## config.mk

```make
export PLATFORM = sky130hd
export DESIGN_NAME = rrls_queue
export DESIGN_NICKNAME = d
export VERILOG_FILES = /design/src/sv/rrls_pkg.sv /design/src/sv/rrls_queue.sv
export SDC_FILE = /design/constraint.sdc
export NUM_CORES = 1
export LEC_CHECK = 0
export BUFFER_PORTS_ARGS = -buffer_cell sky130_fd_sc_hd__buf_2
export CAP_MARGIN = 20
export CORE_MARGIN = 8
export CORE_UTILIZATION = 30
export DETAILED_ROUTE_END_ITERATION = 7
export PLACE_DENSITY = 0.49
export SLEW_MARGIN = 20
export SYNTH_ARGS = -nofsm -noshare
export SYNTH_HDL_FRONTEND = slang
export SYNTH_SLANG_ARGS = --single-unit
```

## constraint.sdc

```tcl
create_clock -name clock -period 3.15 [get_ports clock]
set_clock_uncertainty 0.1 [all_clocks]
set_input_delay 0.315 -clock clock [delete_from_list [all_inputs] [get_ports clock]]
set_output_delay 0.315 -clock clock [all_outputs]
set_load 0.01 [all_outputs]
```

## src/sv/rrls_pkg.sv

```systemverilog
// ----------------------------------------------------------------------------
// rrls_pkg: shared types and constants for the RPC reply latency stats table
// Command codes, entry layout, queue item and the per-entry record.
// ----------------------------------------------------------------------------
package rrls_pkg;

   localparam int PROC_ENTRIES = 256;
   localparam int IDX_W        = $clog2(PROC_ENTRIES);
   localparam int CNT_W        = IDX_W + 1;

   localparam logic [29:0] NS_PER_S   = 30'd1000000000;
   localparam logic [63:0] SECS_TO_10US = 64'd100000;
   localparam logic [29:0] NS_PER_10US  = 30'd10000;
   localparam logic [9:0]  NS_PER_US    = 10'd1000;
   // x / 10000 == (x * NS_10US_RECIP) >> NS_10US_SHIFT for any 32-bit x
   localparam logic [31:0] NS_10US_RECIP = 32'd3518437209;
   localparam int          NS_10US_SHIFT = 45;

   typedef enum logic [1:0] {
      CMD_SAMPLE = 2'd0,
      CMD_READ   = 2'd1,
      CMD_CLEAR  = 2'd2,
      CMD_NONE   = 2'd3
   } cmd_type;

   typedef enum logic [1:0] {
      CSR_PROGRAM = 2'd0,
      CSR_VERSION = 2'd1,
      CSR_PROC_COUNT = 2'd2
   } csr_idx_type;

   // Front to back: a classified item with the normalized delay.
   typedef struct packed {
      cmd_type            op;      // CMD_NONE: emit a zero result
      logic               hit;     // sample counted / read index valid
      logic [IDX_W-1:0]   idx;
      logic [31:0]        ds;
      logic [29:0]        dn;
   } work_type;

   localparam int ENTRY_W = 32 + 32 + 30 + 32 + 30 + 48 + 30;

   typedef struct packed {
      logic [31:0] count;
      logic [31:0] min_s;
      logic [29:0] min_n;
      logic [31:0] max_s;
      logic [29:0] max_n;
      logic [47:0] tot_s;
      logic [29:0] tot_n;
   } entry_type;

   typedef enum logic [2:0] {
      ST_IDLE,
      ST_FETCH,
      ST_UPDATE,
      ST_AVG,
      ST_DIV,
      ST_CLEAR,
      ST_EMIT
   } back_state_type;

   // Signed-seconds, unsigned-nanoseconds ordering: a < b
   function automatic logic time_less(logic [31:0] as, logic [29:0] an,
                                      logic [31:0] bs, logic [29:0] bn);
      time_less = ($signed(as) < $signed(bs)) || (as == bs && an < bn);
   endfunction

endpackage

```

## src/sv/rrls_queue.sv

```systemverilog
// ----------------------------------------------------------------------------
// rrls_queue: two-entry queue between front and back
// ----------------------------------------------------------------------------
module rrls_queue import rrls_pkg::*; (
   input  logic     clock,
   input  logic     reset,
   input  logic     in_valid,
   output logic     in_stall,
   input  work_type in_item,
   output logic     out_valid,
   input  logic     out_take,
   output work_type out_item
);

   work_type  slot_ff [2];
   logic      wp_ff, wp_in, rp_ff, rp_in;
   logic [1:0] fill_ff, fill_in;
   logic      push;

   assign in_stall  = (fill_ff == 2'd2);
   assign push      = in_valid && !in_stall;
   assign out_valid = (fill_ff != 2'd0);
   assign out_item  = slot_ff[rp_ff];

   always_comb begin
      wp_in   = wp_ff ^ push;
      rp_in   = rp_ff ^ (out_take && out_valid);
      fill_in = fill_ff + 2'(push) - 2'(out_take && out_valid);
   end

   always_ff @(posedge clock) begin
      if (reset) begin
         wp_ff <= 1'b0; rp_ff <= 1'b0; fill_ff <= 2'd0;
      end else begin
         wp_ff <= wp_in; rp_ff <= rp_in; fill_ff <= fill_in;
      end
      if (push) begin
         slot_ff[wp_ff] <= in_item;
      end
   end

   a_fill_range: assert property (@(posedge clock) disable iff (reset)
      fill_ff != 2'd3) else $error("queue fill out of range");

endmodule

```

==> results.md <==
* Synth-to-Final Area Change at 42.6%
* Clock sink total at 150
* CP startpoint kind: register
* Max-cap check violation count at 0
* DR WL met3 at 792 µm
* Vias/cell at 4.17
* Die area at 0.0230 mm²
* Peak supply drop at 0.000365 V
* Setup TNS at 0 ns
* Finished Cell Area at 0.00786 mm²
* Final setup vio count at 0
* Layout Cells excl Fill at 727
* Synthesized flop and latch total at 150
* Synthesized instance count at 250
* Max_slew headroom at 62.9%
* Final Hold Fails at 0
* Final worst-path cycle share at 77.1%
* Crit path kind: reg -> out
* Clk Latency, worst-skew pair at 0.41 ns
* Metal-1 WL at 4.97 mm
* Die X at 152 µm
* Worst Tran Pin Value at 0.556 ns
* Ant. Diodes at 0
* Initial antenna violation count at 0
* Synth unique cells at 15
* RSZ-0062 raised after global routing: no
* Yosys warnings at 0
* DRC Markers at 0
* # fillers at 1633
* Core Box Area at 0.0180 mm²
* Syn Area/Cell at 22.1 µm²
* Status: finished clean
* Grt ovf at 0
* DR vias at 3032
* Final WL at 11.8 mm
* Routed Antenna Nets at 0
* Final Max Tran Viols at 0
* Initial DRC Count at 132
* Num CTS Buffers at 17
* Placement Cell Area at 0.00656 mm²
* Initial Utilization at 30.6%
* Fmax at 412 MHz
* Largest net degree at the start of global routing at 40
* Clock Pin Slew Worst Setup and Hold Paths at 0.06 ns
* Root Driver: clkbuf_16
* Commonest non-fill, non-tap cells in the layout: buf_2, edfxtp_1, mux2_2
* Final Wtd Congestion at 0.682
* Min-delay worst type: in -> reg
* Ports at 152
* Synthesized cell area at 0.00551 mm²
* Crit path required time at 2.73 ns
* Register area share after synthesis at 81.0%
* CTS tree: done
* Commonest non-fill, non-tap cell in the layout: buf_2
* Resized cells post-CTS at 0
* Drt pass-1 iters at 4
* Crit path time final at 2.43 ns
* Vias in the first global route at 3528
* Placed cells at 626
* Met2 wire length at 5.83 mm
* Die height at 152 µm
* Layout cells sized above 1 at 52.0%
* Total chip power at 5.98 mW
* Crit Path Max Fanout at 34
* Detailed placement HPWL at 7.77 mm
* P_leak at 2.96 nW
* P per Cell Area at 761 mW/mm²
* Uppermost layer routed: met4
* Drt wl/cell at 16.2 µm
* H-tree Lvls at 4
* Standard-cell rows at 49
* First-pass GRT wire length at 18.3 mm
* CP Data Arrival Time at 2.01 ns
* Nets at 568
* Worst-case clock buffer depth at 2
* Post-synthesis net count at 331
* Total track usage at 10.7%
* Port-buffer cells at 151
* CP endpoint kind: primary output
-- per-stage QoR --
step	util (%)	hold WS, ns	worst slack (ns)
after global placement	36.4	0.402	1.08
after floorplan	-	0.282	0.234
after global routing	43.6	0.00434	0.556
final	43.6	0.0251	0.721
after detailed placement	36.4	0.406	1.08
after CTS	43.6	0.000691	0.611
-- power by group --
| group | internal [mW] | switching [mW] | total [mW] | leakage [nW] |
|---|---|---|---|---|
| registers | 2.53 | 0.114 | 2.65 | 1.40 |
| logic | 0.651 | 0.655 | 1.31 | 1.28 |
| clock network | 1.30 | 0.729 | 2.03 | 0.284 |
| total | 4.49 | 1.50 | 5.98 | 2.96 |
-- layout make-up --
cell class,instances,area (µm²),share of cell area (%)
repair buffers,226,1520,19.4
multi-input cells,89,985,12.5
well taps,229,287,3.64
clock inverters,12,161,2.05
clock buffers,18,429,5.46
inverters,3,11.3,0.143
flip-flops and latches,150,4470,56.8
-- routing by layer --
metal / vias up / track usage (%)
met2: 95 / 17.5
met3: 13 / 4.07
li1: 1459 / -
met4: 0 / 4.70
met5: - / 0
met1: 1465 / 12.3
-- logic make-up (layout without fill, tap and decap cells) --
kind of cell | after synthesis | count (layout) | synth area share (%)
fa+ha+maj | 4 | 4 | 0.908
mux | 74 | 74 | 15.1
xor+xnor | 1 | 1 | 0.409
simple gates | 9 | 9 | 0.840
flops | 150 | 150 | 81.0
compound gates | 1 | 1 | 0.136
buf+inv | 11 | 259 | 1.61
-- synth_stat cells, drive strengths merged --
| cell type | n | share of area [%] |
|---|---|---|
| and2 | 1 | 0.11 |
| buf | 8 | 1.4 |
| dfxtp | 4 | 1.5 |
| edfxtp | 146 | 80 |
| ha | 4 | 0.91 |
| inv | 3 | 0.20 |
| mux2 | 74 | 15 |
| nand2 | 1 | 0.068 |
| nand2b | 1 | 0.11 |
| nor2 | 3 | 0.20 |
| nor2b | 2 | 0.23 |
| o21a | 1 | 0.14 |
| or2 | 1 | 0.11 |
| xnor3 | 1 | 0.41 |
-- sequential cells by signal (all words and copies together), names as in the netlist --
| name | cells |
|---|---|
| slot_ff | 146 |
| fill_ff | 2 |
| rp_ff | 1 |
| wp_ff | 1 |
-- path summary, 6_finish.rpt --
check | startpoint | to | slack [ns] | depth (start not counted)
setup / recovery | rp_ff | out_item[70] | 0.72 | 3
hold / removal | in_item[43] | slot_ff[1][43] | 0.03 | 1
hold reg to reg | wp_ff | wp_ff | 0.53 | 3
setup reg to reg | fill_ff[0] | slot_ff[1][24] | 1.13 | 4
-- what timing repair did --
item,in CTS,in global routing
buffers inserted,0,0
hold buffers,70,1
hold endpoints to repair,140,2
-- critical path, cell delays in order (launching register included) --
cell and delay (ns):
dfxtp_4 0.65, buf_4 0.39, mux2_2 0.40, buf_2 0.15
Power figures use the tool's default switching activity.
