File: src/sv/rrls_pkg.sv
// ----------------------------------------------------------------------------
// rrls_pkg: shared types and constants for the RPC reply latency stats table
// Command codes, entry layout, queue item and the per-entry record.
// ----------------------------------------------------------------------------
package rrls_pkg;

   localparam int PROC_ENTRIES = 256;
   localparam int IDX_W        = $clog2(PROC_ENTRIES);
   localparam int CNT_W        = IDX_W + 1;

   localparam logic [29:0] NS_PER_S   = 30'd1000000000;
   localparam logic [63:0] SECS_TO_10US = 64'd100000;
   localparam logic [29:0] NS_PER_10US  = 30'd10000;
   localparam logic [9:0]  NS_PER_US    = 10'd1000;
   // x / 10000 == (x * NS_10US_RECIP) >> NS_10US_SHIFT for any 32-bit x
   localparam logic [31:0] NS_10US_RECIP = 32'd3518437209;
   localparam int          NS_10US_SHIFT = 45;

   typedef enum logic [1:0] {
      CMD_SAMPLE = 2'd0,
      CMD_READ   = 2'd1,
      CMD_CLEAR  = 2'd2,
      CMD_NONE   = 2'd3
   } cmd_type;

   typedef enum logic [1:0] {
      CSR_PROGRAM = 2'd0,
      CSR_VERSION = 2'd1,
      CSR_PROC_COUNT = 2'd2
   } csr_idx_type;

   // Front to back: a classified item with the normalized delay.
   typedef struct packed {
      cmd_type            op;      // CMD_NONE: emit a zero result
      logic               hit;     // sample counted / read index valid
      logic [IDX_W-1:0]   idx;
      logic [31:0]        ds;
      logic [29:0]        dn;
   } work_type;

   localparam int ENTRY_W = 32 + 32 + 30 + 32 + 30 + 48 + 30;

   typedef struct packed {
      logic [31:0] count;
      logic [31:0] min_s;
      logic [29:0] min_n;
      logic [31:0] max_s;
      logic [29:0] max_n;
      logic [47:0] tot_s;
      logic [29:0] tot_n;
   } entry_type;

   typedef enum logic [2:0] {
      ST_IDLE,
      ST_FETCH,
      ST_UPDATE,
      ST_AVG,
      ST_DIV,
      ST_CLEAR,
      ST_EMIT
   } back_state_type;

   // Signed-seconds, unsigned-nanoseconds ordering: a < b
   function automatic logic time_less(logic [31:0] as, logic [29:0] an,
                                      logic [31:0] bs, logic [29:0] bn);
      time_less = ($signed(as) < $signed(bs)) || (as == bs && an < bn);
   endfunction

endpackage

File: src/sv/rrls_front.sv
// ----------------------------------------------------------------------------
// rrls_front: item intake and classification
// Matches program, version and index, and normalizes the reply delay.
// ----------------------------------------------------------------------------
module rrls_front import rrls_pkg::*; (
   input  logic          clock,
   input  logic          reset,
   input  logic          req_valid,
   output logic          req_stall,
   input  logic [1:0]    req_command,
   input  logic [7:0]    req_procedure,
   input  logic          req_is_request,
   input  logic [31:0]   req_packet_program,
   input  logic [31:0]   req_packet_version,
   input  logic [31:0]   req_reply_secs,
   input  logic [19:0]   req_reply_usecs,
   input  logic [31:0]   req_call_secs,
   input  logic [29:0]   req_call_nsecs,
   input  logic [31:0]   prog_ff,
   input  logic [31:0]   vers_ff,
   input  logic [8:0]    pcount_ff,
   output logic          wk_valid,
   input  logic          wk_stall,
   output work_type      wk_item
);

   logic       valid_ff, valid_in;
   work_type   item_ff, item_in;
   logic       take;
   logic       idx_ok;
   logic signed [32:0] dn0;   // range -2^30 .. ~1.05e9
   logic [31:0] ds0;
   logic signed [32:0] dn1, dn2;
   logic [31:0] ds1, ds2;
   logic signed [32:0] nsps;

   assign req_stall = valid_ff && wk_stall;
   assign take      = req_valid && !req_stall;
   assign nsps      = 33'(NS_PER_S);

   always_comb begin
      idx_ok = ({1'b0, req_procedure} < pcount_ff)
         && (32'(req_procedure) < 32'(PROC_ENTRIES));
      ds0 = req_reply_secs - req_call_secs;
      dn0 = $signed(33'(req_reply_usecs * 30'(NS_PER_US))) - $signed({3'b0, req_call_nsecs});
      // at most two normalization steps either way for any field bits
      dn1 = dn0; ds1 = ds0;
      if (dn0 < 0) begin
         dn1 = dn0 + nsps; ds1 = ds0 - 32'd1;
      end else if (dn0 >= nsps) begin
         dn1 = dn0 - nsps; ds1 = ds0 + 32'd1;
      end
      dn2 = dn1; ds2 = ds1;
      if (dn1 < 0) begin
         dn2 = dn1 + nsps; ds2 = ds1 - 32'd1;
      end else if (dn1 >= nsps) begin
         dn2 = dn1 - nsps; ds2 = ds1 + 32'd1;
      end
   end

   always_comb begin
      item_in.op  = cmd_type'(req_command);
      item_in.idx = IDX_W'(req_procedure);
      item_in.ds  = ds2;
      item_in.dn  = dn2[29:0];
      case (cmd_type'(req_command))
         CMD_SAMPLE: item_in.hit = idx_ok && !req_is_request
            && req_packet_program == prog_ff && req_packet_version == vers_ff;
         CMD_READ:   item_in.hit = idx_ok;
         CMD_CLEAR:  item_in.hit = 1'b1;
         default:    item_in.hit = 1'b0;
      endcase
      valid_in = take || (valid_ff && wk_stall);
   end

   always_ff @(posedge clock) begin
      if (reset) begin
         valid_ff <= 1'b0;
      end else begin
         valid_ff <= valid_in;
      end
      if (take) begin
         item_ff <= item_in;
      end
   end

   assign wk_valid = valid_ff;
   assign wk_item  = item_ff;

endmodule

File: config.mk
export PLATFORM = sky130hd
export DESIGN_NAME = rrls_front
export DESIGN_NICKNAME = d
export VERILOG_FILES = /design/src/sv/rrls_pkg.sv /design/src/sv/rrls_front.sv
export SDC_FILE = /design/constraint.sdc
export NUM_CORES = 1
export LEC_CHECK = 0
export BUFFER_PORTS_ARGS = -buffer_cell sky130_fd_sc_hd__buf_2
export CAP_MARGIN = 10
export CORE_MARGIN = 1
export CORE_UTILIZATION = 52
export CTS_CLUSTER_DIAMETER = 150
export DETAILED_ROUTE_END_ITERATION = 8
export HOLD_SLACK_MARGIN = 0.08
export PLACE_DENSITY = 0.8
export SLEW_MARGIN = 20
export SYNTH_ARGS = -nofsm -noshare
export SYNTH_HDL_FRONTEND = slang
export SYNTH_SLANG_ARGS = --single-unit
export TNS_END_PERCENT = 20
File: constraint.sdc
create_clock -name clock -period 11.31 [get_ports clock]
set_input_delay 2.262 -clock clock [delete_from_list [all_inputs] [get_ports clock]]
set_output_delay 2.262 -clock clock [all_outputs]
set_load 0.1 [all_outputs]
==> reports/results.ini <==
[timing]
setup_ws_ns = 0.368
final-hold-violation-count = 0
fin_tns_setup_ns = 0
drv_slew = 0
tightest_slew_ns = 0.994
clock.fmax_mhz = 91.4
clock_skew_ns = 0.00851
fin_crit_sh = 0.967
period_needed_ns = 10.94
max-slew-margin-rel = 0.337
setup_viol = 0

[global_routing]
grt_pass1_vias = 15800
grt_max_degree = 74
grtUsageTotal = 0.325
grt_pass1_wl_mm = 79.1
antenna_found_initial = 10
grt-ovfl-total = 0

[synthesis]
syn_avg_cell_area_sq_um = 8.11
synth-edff-count = 73
synthCells = 1871
synth_fa_ha_area_frac = 0.207
synth_xor_area_frac = 0.129
synthFlopType = edfxtp_1
synth_area_sq_mm = 0.0152
synth_top_cell_by_area = edfxtp_1
yosysTopAreaCellShare = 0.145
synth_mux_area_frac = 0.00602
seq_area_frac_synth = 0.146
synth_seq_cells = 74
yosysWarningCount = 0
async_flop_share = 0
yosys-top-cells-area = edfxtp_1 (14%), ha_1 (11%), fa_1 (9.4%)
synth_cell_types = 108
synth_compound_area_frac = 0.233
synth_nets = 2345
synth_top_family_by_area = compound AO/OA/AOI/OAI gates
synth_simple_gate_area_frac = 0.206

[place]
gp_congestion = 0.966
postPlaceCellArea_sq_mm = 0.0187
io_buffers = 340
dp_cells = 2741
place_ws_ns = -0.324
hpwl_mm = 41.8

[cells_and_area]
fin_cells = 2776
drive_gt1_frac = 0.290
fill_cells = 2446
nets = 2852
final_cell_mix = buf_2 (341), inv_1 (226), buf_4 (212)
design_area_sq_mm = 0.0194
area_growth_pct = 27.9
layout_commonest_cell = buf_2

[setup_path]
crit_fanout = 7
slowest_delay_ns = 0.52
worst_setup_path_end_kind = register
worstRegToRegCells = 3
cp-start-kind = input pin
cp.required_ns = 11.40
path_class = input pin to register
crit_arrival_ns = 11.03
critPathSlowestCell = fa_1

[route]
ant_nets = 0
vias = 16100
routed_wl_mm = 49.7
first_pass_iters = 8
drc = 0
viasPerCell = 5.82
drt_iter0_markers = 1336
wl_per_cell_um = 17.9

[clocking]
h-tree-depth = 3
cts_made_buffers = 9
clockRootBuffer = clkbuf_16
clock_latency_ns = 0.34
cts_tree = built
clkTransAtPathRegs_ns = 0.06
cts_max_path_buffers = 2
numClockSinks = 74

[floorplanning]
core_sq_mm = 0.0287
die_y_um = 173
rows = 62
start_util = 0.529
io_pins = 341
dieArea_sq_mm = 0.0299
dieWidth_um = 173

[outcome]
status = complete, no violations

[min_path]
hp-class = register to register
min_path_cells = 3

[run]
drv_cap = 0

layer usage:
layer,vias to the layer above,GRT usage,wire (um)
met5,-,0,0
met4,0,0.149,2160
met3,115,0.0292,2480
met2,620,0.583,24700
met1,7603,0.393,20400
li1,7808,-,-
synth_stat cells, types with 31 or more instances:
cell type and n:
a21oi_1 90, a31oi_1 38, clkbuf_1 43, edfxtp_1 73, fa_1 71, ha_1 137, inv_1 226, nand2_1 108
nand3_1 53, nand4_1 39, nor2_1 131, nor3_1 58, nor4_1 31, o21ai_0 67, xnor2_1 151, xor2_1 64
logic make-up after synthesis:
family,count (synthesis)
AOI/OAI and AO/OA,482
muxes,9
adders and majority gates,208
buffers and inverters,287
DFF,74
and+or+nand+nor,591
xor gates and xnor gates,220
flip-flops by register name, indices dropped and copies added, names as in the netlist:
name      count
wk_item      73
wk_valid      1
timing repair:
action	CTS	global route
buffers inserted	0	10
setup endpoints to repair	0	53
resized for setup	0	70
hold buffers	0	0
worst paths after layout:
kind	to	slack (ns)	from
setup / recovery	wk_item[37]	0.37	req_reply_usecs[1]
hold / removal	wk_valid	0.72	wk_valid
setup reg to reg	wk_item[3]	9.48	wk_valid
hold reg to reg	wk_valid	0.72	wk_valid
layout make-up:
type / instances / area (sq um) / share of cell area
multi-input combinational: 1510 / 12200 / 0.628
clock inverter: 5 / 56.3 / 0.00290
tap: 384 / 480 / 0.0248
clock buffer: 10 / 229 / 0.0118
timing repair buffer: 557 / 3370 / 0.174
inverter: 226 / 848 / 0.0437
antenna: 10 / 25.0 / 0.00129
sequential: 74 / 2210 / 0.114
stage by stage:
stage | utilization | hold slack [ns]
detailed placement | 0.652 | 0.712
global placement | 0.652 | 0.703
CTS | 0.662 | 0.726
finish | 0.676 | 0.718
floorplan | - | 1.59
global route | 0.676 | 0.787
worst max-delay path: cells and delay by family:
kind            cells  cell delay, ns
xor+xnor            3            0.47
compound gates     21            3.40
buf+inv             7            0.93
fa+ha+maj           6            2.60
simple gates        6            1.31
Power is left out: the tool's default activity adds up to more than one toggle a clock period on the data nets, which glitch-free logic cannot reach.
